File: src/hw/rtl/adrc_pkg.sv
`timescale 1ns / 1ps
// ----------------------------------------------------------------------------
// ADRC package
// Shared types and constants for the ADRC observer/controller datapath.
// ----------------------------------------------------------------------------
package adrc_pkg;

  // Width of one multiplier digit and of the full multiplier operand
  localparam int unsigned DIGIT_W = 16;
  localparam int unsigned OPB_W   = 48;

  // Configuration register index
  typedef enum logic [2:0] {
    REG_TARGET,
    REG_BANDWIDTH,
    REG_PLANT_GAIN,
    REG_PLANT_GAIN_INV,
    REG_PROP_GAIN,
    REG_RATE_GAIN,
    REG_DEADBAND,
    REG_UNUSED
  } reg_index_e;

  // Right shift applied to a product before saturation
  typedef enum logic [1:0] {
    SH_0,
    SH_8,
    SH_16,
    SH_24
  } shift_e;

  // Request to the shared multiplier
  typedef struct packed {
    logic       start;
    logic       a_signed;
    logic [1:0] digits;
    shift_e     shift;
  } mul_cmd_t;

endpackage

File: src/hw/rtl/adrc_mul.sv
`timescale 1ns / 1ps
// ----------------------------------------------------------------------------
// ADRC shared multiplier
// Digit-serial sign-magnitude multiplier, one 16-bit digit of b per cycle,
// most significant digit first; result shifted right and saturated.
// ----------------------------------------------------------------------------
module adrc_mul
  import adrc_pkg::*;
#(
  parameter int unsigned STATE_WIDTH = 48
) (
  input  logic                   clk_i,
  input  logic                   rst_ni,
  input  mul_cmd_t               cmd_i,
  input  logic [STATE_WIDTH-1:0] a_i,
  input  logic [OPB_W-1:0]       b_i,
  output logic                   done_o,
  output logic [OPB_W-1:0]       raw_o,
  output logic [STATE_WIDTH-1:0] res_o
);

  localparam int unsigned SW = STATE_WIDTH;
  localparam int unsigned PW = STATE_WIDTH + OPB_W;
  localparam logic [SW-1:0] S_MAX = {1'b0, {(SW-1){1'b1}}};
  localparam logic [SW-1:0] S_MIN = {1'b1, {(SW-1){1'b0}}};

  logic [SW-1:0]         mag_q;
  logic                  neg_q;
  logic [OPB_W-1:0]      b_q;
  shift_e                sh_q;
  logic [1:0]            cnt_q;
  logic                  done_q;
  logic [PW-1:0]         prod_q;
  logic                  a_neg;
  logic [SW-1:0]         a_mag;
  logic [SW+DIGIT_W-1:0] pp;
  logic [PW-1:0]         mag_sh;
  logic                  over;

  assign a_neg = cmd_i.a_signed & a_i[SW-1];
  assign a_mag = a_neg ? ('0 - a_i) : a_i;
  assign pp    = mag_q * b_q[OPB_W-1 -: DIGIT_W];

  always_ff @(posedge clk_i or negedge rst_ni) begin
    if (!rst_ni) begin
      cnt_q  <= '0;
      done_q <= 1'b0;
    end else begin
      done_q <= (cnt_q == 2'd1) && !cmd_i.start;
      if (cmd_i.start) begin
        cnt_q <= cmd_i.digits;
      end else if (cnt_q != '0) begin
        cnt_q <= cnt_q - 2'd1;
      end
    end
  end

  always_ff @(posedge clk_i) begin
    if (cmd_i.start) begin
      mag_q  <= a_mag;
      neg_q  <= a_neg;
      sh_q   <= cmd_i.shift;
      prod_q <= '0;
      unique case (cmd_i.digits)
        2'd1:    b_q <= b_i << (2 * DIGIT_W);
        2'd2:    b_q <= b_i << DIGIT_W;
        default: b_q <= b_i;
      endcase
    end else if (cnt_q != '0) begin
      prod_q <= (prod_q << DIGIT_W) + PW'(pp);
      b_q    <= b_q << DIGIT_W;
    end
  end

  always_comb begin
    unique case (sh_q)
      SH_0:    mag_sh = prod_q;
      SH_8:    mag_sh = prod_q >> 8;
      SH_16:   mag_sh = prod_q >> 16;
      default: mag_sh = prod_q >> 24;
    endcase
    over = |mag_sh[PW-1:SW-1];
    if (neg_q) begin
      res_o = over ? S_MIN : ('0 - mag_sh[SW-1:0]);
    end else begin
      res_o = over ? S_MAX : mag_sh[SW-1:0];
    end
  end

  assign done_o = done_q;
  assign raw_o  = prod_q[OPB_W-1:0];

endmodule

File: src/hw/rtl/linear_adrc_eso_controller.sv
`timescale 1ns / 1ps
// ----------------------------------------------------------------------------
// Linear ADRC controller with third-order extended state observer
// Requests are handled one at a time: in_ready is high only while idle.
// Each request runs 12 passes through the shared digit-serial multiplier
// and 12 saturating add steps, all in order under the microcode sequencer.
// Reset: estimates and last drive clear to zero, registers take their defaults.
// ----------------------------------------------------------------------------
module linear_adrc_eso_controller
  import adrc_pkg::*;
#(
  parameter int unsigned FRAC_BITS   = 16,
  parameter int unsigned STATE_WIDTH = 48
) (
  input  logic               clk_i,
  input  logic               rst_ni,
  input  logic               cfg_we_i,
  input  logic [2:0]         cfg_index_i,
  input  logic [15:0]        cfg_data_i,
  input  logic               in_valid_i,
  output logic               in_ready_o,
  input  logic signed [15:0] measured_angle_i,
  input  logic [15:0]        step_time_i,
  output logic               out_valid_o,
  input  logic               out_ready_i,
  output logic signed [15:0] drive_o,
  output logic               in_deadband_o,
  output logic               saturated_o,
  output logic signed [15:0] position_estimate_o
);

  localparam int unsigned SW = STATE_WIDTH;
  localparam int unsigned EW = (SW + 1 > FRAC_BITS + 17) ? SW + 1 : FRAC_BITS + 17;
  localparam logic [SW-1:0] S_MAX = {1'b0, {(SW-1){1'b1}}};
  localparam logic [SW-1:0] S_MIN = {1'b1, {(SW-1){1'b0}}};
  localparam int unsigned N_INSTR = 24;
  localparam int unsigned PC_W    = $clog2(N_INSTR);
  localparam logic [PC_W-1:0] LAST_PC = PC_W'(N_INSTR - 1);

  typedef enum logic [1:0] {
    ST_IDLE,
    ST_EXEC,
    ST_WAIT,
    ST_FIN
  } state_e;

  typedef enum logic {
    OP_ADD,
    OP_MUL
  } op_e;

  typedef enum logic [3:0] {
    A_W, A_W2, A_E, A_DRV, A_D1, A_D2, A_D3, A_RATE, A_DIST
  } asel_e;

  typedef enum logic [3:0] {
    B_W, B_BETA1, B_BETA2, B_BETA3, B_PUSH, B_DT, B_KP, B_KD, B_INV
  } bsel_e;

  typedef enum logic [2:0] {
    X_ZERO, X_POS, X_RATE, X_DIST, X_D1, X_D2, X_TGT, X_M
  } xsel_e;

  typedef enum logic [1:0] {
    Y_ZERO, Y_MEAS, Y_M, Y_POS
  } ysel_e;

  typedef enum logic [3:0] {
    DST_W2, DST_B3, DST_M, DST_E, DST_D1, DST_D2, DST_D3, DST_POS, DST_RATE, DST_DIST
  } dst_e;

  typedef struct packed {
    op_e        op;
    asel_e      asel;
    bsel_e      bsel;
    logic [1:0] digits;
    shift_e     shift;
    logic       a_signed;
    xsel_e      xsel;
    ysel_e      ysel;
    logic       y_neg;
    dst_e       dst;
  } instr_t;

  typedef struct packed {
    logic        sat;
    logic [15:0] value;
  } sat16_t;

  function automatic instr_t mk_mul(input asel_e a, input bsel_e b, input logic [1:0] n,
                                    input shift_e s, input logic sg, input dst_e d);
    instr_t i;
    i          = '0;
    i.op       = OP_MUL;
    i.asel     = a;
    i.bsel     = b;
    i.digits   = n;
    i.shift    = s;
    i.a_signed = sg;
    i.dst      = d;
    return i;
  endfunction

  function automatic instr_t mk_add(input xsel_e x, input ysel_e y, input logic ng,
                                    input dst_e d);
    instr_t i;
    i       = '0;
    i.op    = OP_ADD;
    i.xsel  = x;
    i.ysel  = y;
    i.y_neg = ng;
    i.dst   = d;
    return i;
  endfunction

  function automatic instr_t ucode(input logic [PC_W-1:0] pc);
    instr_t i;
    unique case (pc)
      5'd0:    i = mk_mul(A_W, B_W, 2'd1, SH_0, 1'b0, DST_W2);
      5'd1:    i = mk_mul(A_W2, B_W, 2'd1, SH_0, 1'b0, DST_B3);
      5'd2:    i = mk_add(X_POS, Y_MEAS, 1'b1, DST_E);
      5'd3:    i = mk_mul(A_E, B_BETA1, 2'd2, SH_8, 1'b1, DST_M);
      5'd4:    i = mk_add(X_RATE, Y_M, 1'b1, DST_D1);
      5'd5:    i = mk_mul(A_E, B_BETA2, 2'd3, SH_16, 1'b1, DST_M);
      5'd6:    i = mk_add(X_DIST, Y_M, 1'b1, DST_D2);
      5'd7:    i = mk_mul(A_DRV, B_PUSH, 2'd2, SH_0, 1'b1, DST_M);
      5'd8:    i = mk_add(X_D2, Y_M, 1'b0, DST_D2);
      5'd9:    i = mk_mul(A_E, B_BETA3, 2'd3, SH_24, 1'b1, DST_M);
      5'd10:   i = mk_add(X_ZERO, Y_M, 1'b1, DST_D3);
      5'd11:   i = mk_mul(A_D1, B_DT, 2'd1, SH_16, 1'b1, DST_M);
      5'd12:   i = mk_add(X_POS, Y_M, 1'b0, DST_POS);
      5'd13:   i = mk_mul(A_D2, B_DT, 2'd1, SH_16, 1'b1, DST_M);
      5'd14:   i = mk_add(X_RATE, Y_M, 1'b0, DST_RATE);
      5'd15:   i = mk_mul(A_D3, B_DT, 2'd1, SH_16, 1'b1, DST_M);
      5'd16:   i = mk_add(X_DIST, Y_M, 1'b0, DST_DIST);
      5'd17:   i = mk_add(X_TGT, Y_POS, 1'b1, DST_E);
      5'd18:   i = mk_mul(A_E, B_KP, 2'd1, SH_8, 1'b1, DST_M);
      5'd19:   i = mk_add(X_M, Y_ZERO, 1'b0, DST_D1);
      5'd20:   i = mk_mul(A_RATE, B_KD, 2'd1, SH_8, 1'b1, DST_M);
      5'd21:   i = mk_add(X_D1, Y_M, 1'b1, DST_D1);
      5'd22:   i = mk_mul(A_DIST, B_INV, 2'd1, SH_16, 1'b1, DST_M);
      5'd23:   i = mk_add(X_D1, Y_M, 1'b1, DST_D1);
      default: i = mk_add(X_ZERO, Y_ZERO, 1'b0, DST_E);
    endcase
    return i;
  endfunction

  function automatic logic [EW-1:0] sext(input logic [SW-1:0] v);
    return {{(EW-SW){v[SW-1]}}, v};
  endfunction

  function automatic logic [SW-1:0] sat_sw(input logic [EW-1:0] v);
    logic fits;
    fits = (&v[EW-1:SW-1]) | ~(|v[EW-1:SW-1]);
    if (fits) begin
      return v[SW-1:0];
    end
    return v[EW-1] ? S_MIN : S_MAX;
  endfunction

  function automatic logic [SW-1:0] to_fixed(input logic [15:0] v);
    logic [EW-1:0] w;
    w = {{(EW-16){v[15]}}, v} << FRAC_BITS;
    return sat_sw(w);
  endfunction

  function automatic sat16_t to_int16(input logic [SW-1:0] x);
    sat16_t r;
    logic [SW-1:0] mag;
    logic [SW-1:0] ux;
    mag = x[SW-1] ? ('0 - x) : x;
    ux  = mag >> FRAC_BITS;
    if (x[SW-1]) begin
      r.sat   = (ux > SW'(32768));
      r.value = r.sat ? 16'h8000 : (16'h0000 - ux[15:0]);
    end else begin
      r.sat   = (ux > SW'(32767));
      r.value = r.sat ? 16'h7fff : ux[15:0];
    end
    return r;
  endfunction

  state_e          state_q;
  logic [PC_W-1:0] pc_q;
  logic            out_valid_q;
  logic [15:0]     drive_q;
  logic            inband_q;
  logic            sat_q;
  logic [15:0]     pos_out_q;

  logic [15:0] tgt_q;
  logic [15:0] w_q;
  logic [15:0] b0_q;
  logic [15:0] inv_q;
  logic [15:0] kp_q;
  logic [15:0] kd_q;
  logic [14:0] db_q;

  logic [SW-1:0] pos_q;
  logic [SW-1:0] rate_q;
  logic [SW-1:0] dist_q;
  logic [15:0]   last_drive_q;

  logic [15:0]      meas_q;
  logic [15:0]      dt_q;
  logic [SW-1:0]    e_q;
  logic [SW-1:0]    d1_q;
  logic [SW-1:0]    d2_q;
  logic [SW-1:0]    d3_q;
  logic [SW-1:0]    m_q;
  logic [31:0]      w2_q;
  logic [OPB_W-1:0] b3_q;

  instr_t           ins;
  mul_cmd_t         mul_cmd;
  logic [SW-1:0]    mul_a;
  logic [OPB_W-1:0] mul_b;
  logic             mul_done;
  logic [OPB_W-1:0] mul_raw;
  logic [SW-1:0]    mul_res;
  logic [SW-1:0]    add_x;
  logic [SW-1:0]    add_y;
  logic [EW-1:0]    add_ye;
  logic [SW-1:0]    add_res;
  logic [SW-1:0]    wr_val;
  logic             wr_en;
  logic             in_acc;
  logic             fin_load;
  logic             pc_last;
  logic [16:0]      err;
  logic [16:0]      err_abs;
  logic             inband;
  sat16_t           drv;
  sat16_t           pos_int;
  logic [15:0]      drive_d;

  assign ins      = ucode(pc_q);
  assign pc_last  = (pc_q == LAST_PC);
  assign in_acc   = in_valid_i && (state_q == ST_IDLE);
  assign fin_load = (state_q == ST_FIN) && (!out_valid_q || out_ready_i);

  // Shared multiplier operands
  always_comb begin
    mul_cmd.start    = (state_q == ST_EXEC) && (ins.op == OP_MUL);
    mul_cmd.a_signed = ins.a_signed;
    mul_cmd.digits   = ins.digits;
    mul_cmd.shift    = ins.shift;
    unique case (ins.asel)
      A_W:     mul_a = SW'(w_q);
      A_W2:    mul_a = SW'(w2_q);
      A_E:     mul_a = e_q;
      A_DRV:   mul_a = {{(SW-16){last_drive_q[15]}}, last_drive_q};
      A_D1:    mul_a = d1_q;
      A_D2:    mul_a = d2_q;
      A_D3:    mul_a = d3_q;
      A_RATE:  mul_a = rate_q;
      A_DIST:  mul_a = dist_q;
      default: mul_a = '0;
    endcase
    unique case (ins.bsel)
      B_W:     mul_b = OPB_W'(w_q);
      B_BETA1: mul_b = OPB_W'(w_q) + (OPB_W'(w_q) << 1);
      B_BETA2: mul_b = OPB_W'(w2_q) + (OPB_W'(w2_q) << 1);
      B_BETA3: mul_b = b3_q;
      B_PUSH:  mul_b = OPB_W'(b0_q) << (FRAC_BITS - 8);
      B_DT:    mul_b = OPB_W'(dt_q);
      B_KP:    mul_b = OPB_W'(kp_q);
      B_KD:    mul_b = OPB_W'(kd_q);
      B_INV:   mul_b = OPB_W'(inv_q);
      default: mul_b = '0;
    endcase
  end

  adrc_mul #(
    .STATE_WIDTH(STATE_WIDTH)
  ) u_mul (
    .clk_i (clk_i),
    .rst_ni(rst_ni),
    .cmd_i (mul_cmd),
    .a_i   (mul_a),
    .b_i   (mul_b),
    .done_o(mul_done),
    .raw_o (mul_raw),
    .res_o (mul_res)
  );

  // Saturating add step
  always_comb begin
    unique case (ins.xsel)
      X_ZERO:  add_x = '0;
      X_POS:   add_x = pos_q;
      X_RATE:  add_x = rate_q;
      X_DIST:  add_x = dist_q;
      X_D1:    add_x = d1_q;
      X_D2:    add_x = d2_q;
      X_TGT:   add_x = to_fixed(tgt_q);
      default: add_x = m_q;
    endcase
    unique case (ins.ysel)
      Y_ZERO:  add_y = '0;
      Y_MEAS:  add_y = to_fixed(meas_q);
      Y_M:     add_y = m_q;
      default: add_y = pos_q;
    endcase
    if (!ins.y_neg) begin
      add_ye = sext(add_y);
    end else if (add_y == S_MIN) begin
      add_ye = sext(S_MAX);
    end else begin
      add_ye = '0 - sext(add_y);
    end
    add_res = sat_sw(sext(add_x) + add_ye);
  end

  assign wr_en  = ((state_q == ST_EXEC) && (ins.op == OP_ADD)) ||
                  ((state_q == ST_WAIT) && mul_done);
  assign wr_val = (state_q == ST_WAIT) ? mul_res : add_res;

  // Final drive and deadband
  always_comb begin
    err     = {tgt_q[15], tgt_q} - {meas_q[15], meas_q};
    err_abs = err[16] ? (17'h0 - err) : err;
    inband  = err_abs < {2'b00, db_q};
    drv     = to_int16(d1_q);
    pos_int = to_int16(pos_q);
    drive_d = inband ? 16'h0000 : drv.value;
  end

  always_ff @(posedge clk_i or negedge rst_ni) begin
    if (!rst_ni) begin
      state_q     <= ST_IDLE;
      pc_q        <= '0;
      out_valid_q <= 1'b0;
      drive_q     <= '0;
      inband_q    <= 1'b0;
      sat_q       <= 1'b0;
      pos_out_q   <= '0;
    end else begin
      if (fin_load) begin
        out_valid_q <= 1'b1;
      end else if (out_ready_i) begin
        out_valid_q <= 1'b0;
      end
      unique case (state_q)
        ST_IDLE: begin
          if (in_valid_i) begin
            state_q <= ST_EXEC;
            pc_q    <= '0;
          end
        end
        ST_EXEC: begin
          if (ins.op == OP_MUL) begin
            state_q <= ST_WAIT;
          end else if (pc_last) begin
            state_q <= ST_FIN;
          end else begin
            pc_q <= pc_q + 1'b1;
          end
        end
        ST_WAIT: begin
          if (mul_done) begin
            if (pc_last) begin
              state_q <= ST_FIN;
            end else begin
              state_q <= ST_EXEC;
              pc_q    <= pc_q + 1'b1;
            end
          end
        end
        default: begin
          if (fin_load) begin
            drive_q     <= drive_d;
            inband_q    <= inband;
            sat_q       <= drv.sat & ~inband;
            pos_out_q   <= pos_int.value;
            state_q     <= ST_IDLE;
          end
        end
      endcase
    end
  end

  always_ff @(posedge clk_i or negedge rst_ni) begin
    if (!rst_ni) begin
      tgt_q <= 16'd0;
      w_q   <= 16'd5120;
      b0_q  <= 16'd3200;
      inv_q <= 16'd5243;
      kp_q  <= 16'd64000;
      kd_q  <= 16'd1280;
      db_q  <= 15'd3;
    end else if (cfg_we_i) begin
      unique case (cfg_index_i)
        REG_TARGET:         tgt_q <= cfg_data_i;
        REG_BANDWIDTH:      w_q   <= cfg_data_i;
        REG_PLANT_GAIN:     b0_q  <= cfg_data_i;
        REG_PLANT_GAIN_INV: inv_q <= cfg_data_i;
        REG_PROP_GAIN:      kp_q  <= cfg_data_i;
        REG_RATE_GAIN:      kd_q  <= cfg_data_i;
        REG_DEADBAND:       db_q  <= cfg_data_i[14:0];
        default: ;
      endcase
    end
  end

  always_ff @(posedge clk_i or negedge rst_ni) begin
    if (!rst_ni) begin
      pos_q        <= '0;
      rate_q       <= '0;
      dist_q       <= '0;
      last_drive_q <= '0;
    end else begin
      if (wr_en) begin
        unique case (ins.dst)
          DST_POS:  pos_q  <= wr_val;
          DST_RATE: rate_q <= wr_val;
          DST_DIST: dist_q <= wr_val;
          default: ;
        endcase
      end
      if (fin_load) begin
        last_drive_q <= drive_d;
      end
    end
  end

  always_ff @(posedge clk_i) begin
    if (in_acc) begin
      meas_q <= measured_angle_i;
      dt_q   <= step_time_i;
    end
    if (wr_en) begin
      unique case (ins.dst)
        DST_W2:  w2_q <= mul_raw[31:0];
        DST_B3:  b3_q <= mul_raw;
        DST_M:   m_q  <= wr_val;
        DST_E:   e_q  <= wr_val;
        DST_D1:  d1_q <= wr_val;
        DST_D2:  d2_q <= wr_val;
        DST_D3:  d3_q <= wr_val;
        default: ;
      endcase
    end
  end

  assign in_ready_o          = (state_q == ST_IDLE);
  assign out_valid_o         = out_valid_q;
  assign drive_o             = drive_q;
  assign in_deadband_o       = inband_q;
  assign saturated_o         = sat_q;
  assign position_estimate_o = pos_out_q;

endmodule

File: config.mk
export PLATFORM = sky130hd
export DESIGN_NAME = linear_adrc_eso_controller
export DESIGN_NICKNAME = d
export VERILOG_FILES = /design/src/hw/rtl/adrc_pkg.sv /design/src/hw/rtl/adrc_mul.sv /design/src/hw/rtl/linear_adrc_eso_controller.sv
export SDC_FILE = /design/constraint.sdc
export NUM_CORES = 2
export LEC_CHECK = 0
export BUFFER_PORTS_ARGS = -buffer_cell sky130_fd_sc_hd__buf_4
export CAP_MARGIN = 20
export CORE_ASPECT_RATIO = 0.9
export CORE_MARGIN = 4
export CORE_UTILIZATION = 45
export CTS_BUF_LIST = sky130_fd_sc_hd__clkbuf_4 sky130_fd_sc_hd__clkbuf_8 sky130_fd_sc_hd__clkbuf_16
export DETAILED_ROUTE_END_ITERATION = 12
export PLACE_DENSITY = 0.62
export SLEW_MARGIN = 20
export SYNTH_ARGS = -nofsm -noshare
export SYNTH_HDL_FRONTEND = slang
export SYNTH_SLANG_ARGS = --single-unit
File: constraint.sdc
create_clock -name clk_i -period 13.55 [get_ports clk_i]
set_input_delay 1.355 -clock clk_i [delete_from_list [all_inputs] [get_ports clk_i]]
set_output_delay 1.355 -clock clk_i [all_outputs]
set_load 0.02 [all_outputs]
==> impl_results.md <==
* Status: complete, no violations
* Final Hold Viols at 0
* Final Cycle Share at 0.804
* Yosys cell types at 103
* Synthesized Nets at 9742
* Mapped Area at 0.0795 mm^2
* Met1 Usage GRT at 0.453
* Clock transition at path regs at 0.06 ns
* Worst setup path start: pc_q[0]$_DFFE_PN0P_
* Post-Syn Area per Cell at 9.15 um^2
* Area grow syn2layout at 7.85%
* Pin count of the biggest net entering global routing at 82
* CP arrival at 11.49 ns
* Fin crit period at 10.89 ns
* Reg2reg end: pos_q[36]$_DFFE_PN0P_
* Power share of the combinational group at 0.099
* Critical Path RT at 14.15 ns
* CTS tree: built
* Clock sinks at 863
* Chip Height at 407 um
* Busiest layer in global routing: met2
* Max Cap Violations at 0
* # hold bufs at CTS at 0
* First-pass GRT wire length at 447 mm
* # rows at 146
* Internal power at 4.56 mW
* Top FF cell, synth: edfxtp_1
* PwrDens at 72.0 mW/mm^2
* Vias at 68300
* Hold WC Path Type: reg2reg
* Initial DRC Count at 8501
* Least-Margin Pin Slew at 1.20 ns
* Switching Share at 0.261
* Initial core utilization at 0.452
* Core area at 0.176 mm^2
* Grt ovf at 0
* Drt wl/cell at 27.6 um
* Post-CTS Repair Setup Buffers at 0
* Die Area at 0.183 mm^2
* Ys Warns at 0
* Num CTS Buffers at 91
* CP Launch Type: flop
* H-tree depth at 3
* Vias in the first global route at 65500
* Pleak at 38.7 nW
* Nets@finish at 9553
* # IOs at 92
* GR met2 Demand/Resource at 0.478
* Slew HR at 0.199
* Antenna violations before repair at 19
* Fillers at 16800
* Final setup fails at 0
* Crit path to: pos_q[36]$_DFFE_PN0P_
* # DRC at 0
* Buffers on Ports at 91
* Sequential cell area fraction in the yosys report at 0.294
* Post-cts resize count at 0
* Post-synth EDFFs at 451
* Worst R2R Setup Slack at 2.66 ns
* RSZ-0062 raised after global routing: no
* Crit Path Category: reg2reg
* Routing usage on met3 at 0.0860
* Root Buffer Master: clkbuf_16
* Start point of the worst hold path: drive_o[1]$_DFFE_PN0P_
* Crit Path Max Fanout at 46
* DR pass1 iterations at 7
* Mapped Cells at 8690
* Final Skew at 0.0481 ns
* Final wirelength at 302 mm
* GRT Util Overall at 0.326
* Asr flop ratio synth at 0.366
* DPL Wire Length at 228 mm
* Multi-input gate area at 0.0506 mm^2
* Vias per std cell at 6.23
* Storage element area at 0.0234 mm^2
* Hold Slack at 0.483 ns
* NetSw at 1.61 mW
* Chip Width at 451 um
* Flop pwr share at 0.472
* Clk_lat worst skew at 0.76 ns
* FMAX at 0.0918 GHz
* Clock power frac at 0.429
* Final Slew Violations at 0
* Final GP Congestion at 1.01
* Detail Route Antenna Nets at 0
* Worst VDD drop at 0.0944 mV
* Reg-to-Reg Start: pc_q[0]$_DFFE_PN0P_
* CP Capture Type: flop
* Setup TNS at 0 ns
* CTS max path bufs at 3
* Share of cells above drive strength 1 at 0.102
* Flops & latches, synth at 863
* Worst-case reg-to-reg path depth at 26
-- critical path: stages, from the launching register on --
cell and delay (ns):
dfrtp_1 0.72, inv_1 0.30, ha_1 0.49, mux2_2 0.49
nand2_2 0.69, buf_4 0.51, nor3_1 0.10, buf_4 0.20
a31oi_1 0.25, nor3b_1 0.28, nand4_1 0.31, or4_1 0.60
buf_4 0.30, nand2_1 0.13, ha_1 0.35, nand4_1 0.23
nor4_1 0.66, nand4_1 0.31, a311oi_1 0.55, or4b_1 0.21
o211ai_1 0.13, xor2_1 0.53, nor4_2 0.18, buf_4 0.23
o21ai_2 0.88, o211ai_1 0.58, mux2_2 0.45
-- cells in the final DEF (no fill, tap or decap), types with 32 or more instances in the layout --
cell type     n
nand2_1    1164
inv_1      1008
fa_1        694
a21oi_1     502
nor2_1      476
edfxtp_1    451
o21ai_0     359
ha_1        300
dfrtp_1     293
and2_1      285
mux2_2      274
buf_4       242
nand3_1     178
xnor2_1     172
nor3_1      148
a22oi_1     120
xor2_1      120
mux2i_1     119
a21o_1      115
a31oi_1      98
dfxtp_1      96
clkbuf_16    95
nand4_1      72
a211oi_1     70
and3_1       60
nand2b_1     54
o211ai_1     51
or3_1        49
o22ai_1      48
nor4_1       42
mux4_2       42
a222oi_1     40
o21a_1       39
a221oi_1     39
nor2b_1      34
o31ai_1      32
a22o_1       32
-- cells by family after synthesis --
family                     after synthesis  synth area share
and+or+nand+nor                       2749             0.163
AOI/OAI and AO/OA                     1813             0.148
buffers and inverters                 1541            0.0739
adders and majority gates              996             0.222
DFF                                    863             0.294
muxes                                  436            0.0658
xor gates and xnor gates               292            0.0322
-- synthesized netlist by cell type (23+ instances only) --
cell | instances | area [um^2]
buf_2 | 45 | 225
or3_1 | 49 | 307
xnor2_1 | 172 | 1510
ha_1 | 302 | 3780
nand4_1 | 72 | 450
nor2_1 | 487 | 1830
and3_1 | 60 | 375
a22oi_1 | 120 | 901
a21oi_1 | 502 | 2510
clkbuf_1 | 423 | 1590
o211ai_1 | 51 | 383
o21a_1 | 39 | 293
o22ai_1 | 50 | 313
nor2b_1 | 34 | 213
a222oi_1 | 40 | 400
nand3_1 | 182 | 911
nor4_1 | 46 | 288
or2_2 | 31 | 194
buf_1 | 53 | 199
a221oi_1 | 39 | 342
mux2_2 | 274 | 3090
nand2b_1 | 54 | 338
a21o_1 | 115 | 863
o21bai_1 | 31 | 233
nor3_1 | 158 | 791
a211oi_1 | 72 | 541
a2bb2oi_1 | 25 | 219
a22o_1 | 32 | 280
fa_1 | 694 | 13900
xor2_1 | 120 | 1050
dfxtp_1 | 96 | 1920
and2_1 | 286 | 1790
edfxtp_1 | 451 | 13500
a31oi_1 | 98 | 613
inv_1 | 1009 | 3790
mux2i_1 | 120 | 1200
dfrtp_1 | 293 | 7330
mux4_2 | 42 | 946
nand2_1 | 1170 | 4390
dfstp_2 | 23 | 604
o31ai_1 | 32 | 240
o21ai_0 | 361 | 1810
-- per-stage QoR --
step           setup slack (ns)  utilization  cells  cell area, um^2  power (mW)
2_1_floorplan              5.62            -   8690            79500        3.34
3_3_place_gp               3.04        0.470  10800            82500        3.53
3_5_place_dp               3.20        0.470  10800            82600        3.55
4_1_cts                    3.13        0.488  10900            85700        6.17
5_1_grt                    2.18        0.488  10900            85700        6.35
6_report                   2.66        0.488  11000            85700        6.17
-- worst min path at each step --
stage	end	slack (ns)	depth (start not counted)
floorplan	b3_q[5]$_DFFE_PP_	0.44	0
global placement	drive_o[12]$_DFFE_PN0P_	0.46	1
detailed placement	u_mul.prod_q[82]$_SDFFE_PP0P_	0.47	1
CTS	drive_o[5]$_DFFE_PN0P_	0.49	1
global route	drive_o[5]$_DFFE_PN0P_	0.50	1
finish	drive_o[1]$_DFFE_PN0P_	0.48	2
-- cell type report --
class / count / area share
multi-input combinational: 6286 / 0.590
sequential: 863 / 0.273
inverter: 1014 / 0.0444
tap: 2368 / 0.0346
clock buffer: 128 / 0.0312
timing repair buffer: 245 / 0.0216
clock inverter: 44 / 0.00512
antenna: 11 / 0.000321
-- per-layer routing --
metal,up-vias,routed length (um),part of all wire
li1,29500,-,-
met1,34400,124000,0.41
met2,3796,128000,0.42
met3,694,34200,0.11
met4,2,16200,0.054
met5,-,13,0.000043
-- power groups by stage --
stage / clock network, mW / logic (mW) / registers, mW
after floorplan: 0 / 0.421 / 2.91
after detailed placement: 0 / 0.595 / 2.96
after global placement: 0 / 0.579 / 2.96
final: 2.65 / 0.613 / 2.91
after global routing: 2.76 / 0.669 / 2.91
after CTS: 2.66 / 0.601 / 2.91
-- flip-flops by register name, summed over array words and instances, names as in the netlist, 32 cells and up --
register      cells
u_mul.prod_q     96
b3_q             48
m_q              48
dist_q           48
rate_q           48
pos_q            48
u_mul.b_q        48
e_q              48
w2_q             32
d2_q             48
d1_q             48
d3_q             48
u_mul.mag_q      48
Power figures use the tool's default switching activity.
